File: src/hw/rtl/atan2_pkg.sv
// Package for the atan2 polynomial core: formats, coefficients and shared types.
// Depends on nothing; used by the core, atan2_div and atan2_poly under hw/rtl.
package atan2_pkg;

	localparam int IN_WIDTH_DEF   = 16;
	localparam int ANG_FRAC_DEF   = 13;
	localparam int RATIO_FRAC     = 17;
	localparam int COEF_FRAC      = 30;
	localparam int COEF_W         = 32;
	localparam int NUM_COEF       = 6;

	localparam logic [COEF_W-1:0] PI_Q30      = 32'd3373259426;
	localparam logic [COEF_W-1:0] HALF_PI_Q30 = 32'd1686629713;

	typedef logic signed [COEF_W-1:0] coef_t;

	function automatic coef_t poly_coef(input int k);
		coef_t c;
		unique case (k)
			0: c = 32'sd1073717407;
			1: c = -32'sd357151731;
			2: c = 32'sd207815708;
			3: c = -32'sd125018842;
			4: c = 32'sd56536072;
			default: c = -32'sd12585543;
		endcase
		return c;
	endfunction

	// Per-item side information that rides along with the data.
	typedef struct packed {
		logic valid;
		logic zero;
		logic swapped;
		logic xneg;
		logic yneg;
	} atan2_tag_t;

endpackage

File: src/hw/rtl/atan2_div.sv
// Pipelined restoring divider: quotient floor(small * 2^17 / large), one bit a stage.
// Depends on atan2_pkg.
module atan2_div import atan2_pkg::*; #(
	parameter int MAG_W = IN_WIDTH_DEF
) (
	input  logic               clk,
	input  logic               arst_n,
	input  atan2_tag_t         tag_in,
	input  logic [MAG_W-1:0]   small_in,
	input  logic [MAG_W-1:0]   large_in,
	output atan2_tag_t         tag_out,
	output logic [RATIO_FRAC:0] ratio
);

	localparam int STEPS = RATIO_FRAC + 1;
	localparam int REM_W = MAG_W + 1;

	atan2_tag_t          tag_s   [STEPS+1];
	logic [REM_W-1:0]    rem_s   [STEPS+1];
	logic [MAG_W-1:0]    den_s   [STEPS+1];
	logic [STEPS-1:0]    quo_s   [STEPS+1];

	always_comb begin
		tag_s[0] = tag_in;
		rem_s[0] = {1'b0, small_in};
		den_s[0] = large_in;
		quo_s[0] = '0;
	end

	// Quotient bit STEPS-1-i is resolved in stage i: small <= large so the top bit is 0 or 1.
	for (genvar i = 0; i < STEPS; i++) begin : g_step
		logic [REM_W-1:0] trial;
		logic             ge;
		logic [REM_W-1:0] rem_nx;
		always_comb begin
			ge     = rem_s[i] >= {1'b0, den_s[i]};
			trial  = rem_s[i] - {1'b0, den_s[i]};
			rem_nx = ge ? trial : rem_s[i];
		end
		always_ff @(posedge clk or negedge arst_n) begin
			if (!arst_n) begin
				tag_s[i+1] <= '0;
			end else begin
				tag_s[i+1] <= tag_s[i];
			end
		end
		always_ff @(posedge clk) begin
			rem_s[i+1]         <= {rem_nx[REM_W-2:0], 1'b0};
			den_s[i+1]         <= den_s[i];
			quo_s[i+1]         <= {quo_s[i][STEPS-2:0], ge};
		end
	end

	assign tag_out = tag_s[STEPS];
	assign ratio   = quo_s[STEPS];

endmodule

File: config.mk
export PLATFORM = sky130hd
export DESIGN_NAME = atan2_div
export DESIGN_NICKNAME = d
export VERILOG_FILES = /design/src/hw/rtl/atan2_pkg.sv /design/src/hw/rtl/atan2_div.sv
export SDC_FILE = /design/constraint.sdc
export NUM_CORES = 1
export LEC_CHECK = 0
export ABC_AREA = 1
export BUFFER_PORTS_ARGS = -buffer_cell sky130_fd_sc_hd__buf_2
export CORE_AREA = 4 4 318 320
export DETAILED_ROUTE_END_ITERATION = 12
export DIE_AREA = 0 0 322 324
export GPL_TIMING_DRIVEN = 0
export PLACE_DENSITY = 0.58
export SLEW_MARGIN = 10
export SYNTH_ARGS = -nofsm -noshare
export SYNTH_HDL_FRONTEND = slang
export SYNTH_SLANG_ARGS = --single-unit
File: constraint.sdc
create_clock -name clk -period 1.95 [get_ports clk]
set_clock_uncertainty 0.2 [all_clocks]
set_input_delay 0 -clock clk [delete_from_list [all_inputs] [get_ports clk]]
set_output_delay 0 -clock clk [all_outputs]
set_load 0.005 [all_outputs]
* Word-level counts from Yosys, hierarchy flattened
Index checks and enable logic that the tools add are counted.
Word-level totals: bits in registers 805, output and inout port bits 23, logic and storage cells 210
Cells by class: add/sub/neg operators 17, order comparisons 18, mux-type cells 17
Operator list (count):
- >= comparator 17 x 16 -> 1 bit | 17
- 2-to-1 mux 16 bit | 17
- subtractor 16 bit | 17
- >= comparator 16 bit | 1

* Logic depth before layout (Yosys ltp)
depth after elaboration 2, gate-level depth with buffers 15, gate-level depth less buffers 13

* Worst setup path before layout
Ideal clock, no wire load.
kind register -> register, from reg den_s[163] in the netlist's numbering, to reg rem_s[167] in the netlist's numbering, library setup time 0.113 ns, arrival time 1.555 ns, path slack 0.082 ns, cell stages (with the launch flop) 13, path buffers 1, cells stage by stage dfxtp_1 -> inv_1 -> ha_1 -> nand2_1 -> nor2_2 -> nand3_1 -> nand3_2 -> nand2_1 -> nand2_4 -> inv_4 -> buf_6 -> nand2_1 -> nand2_1
Between the ends: longest elaborated chain between the ends 2, elaborated cells on any way between the ends 3
RTL lines:
- start, declared | RTL line atan2_div.sv:20 | logic [MAG_W-1:0] den_s [STEPS+1];
- start signal, assigned by index | RTL line atan2_div.sv:49 | den_s[i+1] <= den_s[i];
- subtractor 16 bit or >= comparator 17 x 16 -> 1 bit (tied branches) | RTL line atan2_div.sv:37, atan2_div.sv:36
- 2-to-1 mux 16 bit (*) | RTL line atan2_div.sv:38 | rem_nx = ge ? trial : rem_s[i];
- named net g_step[8].rem_nx[13] | RTL line atan2_div.sv:34 | logic [REM_W-1:0] rem_nx;
- end signal, assigned by index | RTL line atan2_div.sv:48 | rem_s[i+1] <= {rem_nx[REM_W-2:0], 1'b0};
- end, declared | RTL line atan2_div.sv:19 | logic [REM_W-1:0] rem_s [STEPS+1];
Mark *: on every way through the listed nets, which the timed path passes. The rest lies on a longest branch. A chain may end at the register's enable or synchronous reset.

* Worst setup path in the final report
from reg den_s[52] in the netlist's numbering, to reg rem_s[42] in the netlist's numbering
Between the ends: longest elaborated chain between the ends 2, elaborated cells on any way between the ends 3
RTL lines (RTL line):
- subtractor 16 bit or >= comparator 17 x 16 -> 1 bit (tied branches) | atan2_div.sv:37, atan2_div.sv:36
- 2-to-1 mux 16 bit (*) | atan2_div.sv:38
- named net g_step[15].rem_nx[7] | atan2_div.sv:34
Marks and branches as above.

==> flow_summary.json <==
{
  "ir_worst_vdd_mv": 0.930,
  "cp.depth": 10,
  "synth_common_cells": "1936 x nand2_1, 963 x inv_1, 715 x dfxtp_1, 316 x nand3_1, 287 x ha_1",
  "drc": 0,
  "hpwlAfterDp_microns": 74600,
  "antenna_found_initial": 0,
  "core_sq_um": 98100,
  "cts-root-buf": "clkbuf_16",
  "clkSinkCount": 805,
  "startpoint_type": "flop",
  "grt_setup_unrepaired": "yes",
  "synthCells": 5309,
  "clock.fmax_ghz": 0.477,
  "p_per_area_nw_per_um2": 1800,
  "ios": 62,
  "synth_seq_cells": 805,
  "dieWidth_microns": 322,
  "yosys-top-cells-area": "dfxtp_1 37%, nand2_1 19%, inv_1 9.3%",
  "path_clk_slew_ps": 60,
  "syn_nets": 5652,
  "drv_slew": 0,
  "hold_depth": 0,
  "synth_top_area_share_pct": 36.8,
  "cts_htree_levels": 3,
  "drtIter0Drc": 2065,
  "row_count": 115,
  "yosysTopAreaCell": "dfxtp_1",
  "slew_headroom_pct": 77.3,
  "setup_violations": 180,
  "grt_usage_pct": 20.4,
  "outcome": "complete, but fails checks",
  "wl_per_cell_microns": 15.5,
  "whs_ps": 106,
  "p_leak_nw": 29.2,
  "crit_path_max_incr_delay_ps": 330,
  "worstMarginPinSlew_ps": 339,
  "clk_path_buf_depth": 3,
  "failed_checks": "negative setup slack",
  "crit_buf_inv": 2,
  "crit_family": "simple AND/OR/NAND/NOR gates",
  "die_area_sq_um": 104000,
  "cp_max_fo": 4,
  "die_height_microns": 324,
  "synth.cell_area_sq_um": 38900,
  "yosys_warnings": 0,
  "grt_start_max_net_pins": 52,
  "ys_seq_area_share_pct": 42.5,
  "crit_chain": "inv_2 > ha_4 > nand2_4 > buf_4 > nor2_1 > nand2_1 > nand2_1 > xor2_1 > nand2_4 > nand2_2",
  "clock_latency_ps": 680,
  "reg2regPathDepth": 10,
  "place_area_sq_um": 40900,
  "final_area_sq_um": 58200,
  "grt_pass1_wl_microns": 173000,
  "hold_viol_final": 0,
  "hold_class": "reg2reg",
  "start_util_pct": 39.7,
  "drive_gt1_share_pct": 44.1,
  "cp.arrival_ps": 2520,
  "yosysUniqueCellTypes": 40,
  "critical_path_class": "reg2reg",
  "portBuffers": 61,
  "synthArstFlopShare_pct": 11.2,
  "cts_buffers": 87,
  "yosysMostFrequentCell": "nand2_1",
  "fin_crit_ps": 2100,
  "synth-main-ff-cell": "dfxtp_1",
  "nNetsFinal": 6421,
  "endpoint_kind": "flop",
  "cp_slowest_cell": "dfxtp_2",
  "synth_edf_count": 0,
  "area_growth_syn_to_layout_pct": 49.5,
  "cts_tree": "built",
  "maxCapViolations": 0,
  "first_global_vias": 34100,
  "drt_wl_total_microns": 115000,
  "fin_util_pct": 59.3,
  "ant_nets": 0,
  "drtPass1Iterations": 6,
  "post_drt_via_cell_ratio": 4.81,
  "fin_ws_ps": -146,
  "gp_congestion": 0.884,
  "cp_data_required_time_ps": 2370,
  "n_antenna_cell": 0,
  "grt_overflow": 0,
  "total_power_w": 0.105,
  "period_share_pct": 107,
  "syn_area_per_cell_sq_um": 7.34,
  "num_vias": 35700
}
[state kept, by name (all words and copies together) (netlist names)]
register,flops
den_s,272
rem_s,272
quo_s,153
tag_s,85
ratio,18
tag_out,5
[final timing paths]
path	start	endpoint	slack (ps)
setup reg to reg	den_s[52]$_DFF_P_	rem_s[42]$_DFF_P_	-150
setup / recovery	den_s[52]$_DFF_P_	rem_s[42]$_DFF_P_	-150
hold / removal	quo_s[235]$_DFF_P_	quo_s[218]$_DFF_P_	110
hold reg to reg	quo_s[235]$_DFF_P_	quo_s[218]$_DFF_P_	110
min in group asynchronous	arst_n	tag_s[15]$_DFF_PN0_	190
max in group asynchronous	arst_n	tag_s[45]$_DFF_PN0_	1120
[layout make-up]
cell class | count | area (sq um)
clock buffer | 105 | 2320
inverter | 982 | 3820
clock inverter | 53 | 738
multi-input combinational | 3448 | 25800
timing repair buffer | 698 | 6160
buffer | 56 | 676
sequential | 805 | 17100
fill | 8085 | 39900
tap | 1287 | 1610
[where the power goes]
part           switching, W  internal, W
clock               0.00717       0.0102
combinational        0.0328       0.0282
sequential          0.00444       0.0219
[logic make-up after synthesis]
family | after synthesis | share of synthesized area (%)
adders and majority gates | 304 | 10.1
AOI/OAI and AO/OA | 201 | 2.66
xor gates and xnor gates | 119 | 2.68
buffers and inverters | 1057 | 11.0
DFF | 805 | 42.5
and+or+nand+nor | 2823 | 31.0
[cell usage in the layout (no fill, tap or decap), types with 18 or more instances in the layout]
cell type,instances
buf_6,83
buf_4,466
nand2_2,547
clkinv_2,19
xnor2_1,39
and2_1,47
dfxtp_4,31
ha_4,252
nor2_2,41
inv_2,169
clkbuf_16,89
buf_8,27
a21oi_2,22
buf_2,60
ha_1,32
nand2_4,199
dlygate4sd3_1,80
nor2_4,72
buf_16,18
nand3_2,103
dfrtp_1,90
nor2_1,141
nand4_1,83
nand2_1,1221
dfxtp_1,363
a21oi_1,146
nand3b_1,57
nand3_4,23
inv_1,789
xor2_1,79
nand3_1,205
dfxtp_2,321
[per-layer routing]
layer  global-route usage (%)  routed length, microns  part of all wire (%)
met1                     24.8                   47300                    41
met2                     37.1                   58600                    51
met3                     2.85                    5020                   4.4
met4                     6.93                    4010                   3.5
met5                        0                       0                     0
[worst register-to-register path, cell delays in order (launching register included)]
cell and delay, ps:
dfxtp_2 330, inv_2 40, ha_4 300, nand2_4 80, buf_4 130, nor2_1 200, nand2_1 120, nand2_1 150
xor2_1 330, nand2_4 80, nand2_2 70
[stage by stage]
step	TNS, ps	worst slack [ps]	std cells
detailed placement	-76340	-421	6658
global route	-26280	-191	7434
CTS	-4680	-102	7277
global placement	-78150	-424	6657
finish	-9010	-146	7434
floorplan	0	81.9	5309
[timing repair]
action | in CTS | in global routing
endpoints found under the setup margin | 272 | 285
pin swaps | 322 | 489
gates resized for setup | 1399 | 1034
hold buffers | 81 | 0
buffers inserted | 363 | 182
cloned | 25 | 3
hold endpoints to repair | 128 | 0
No activity file was read; power rests on OpenSTA's default activity.
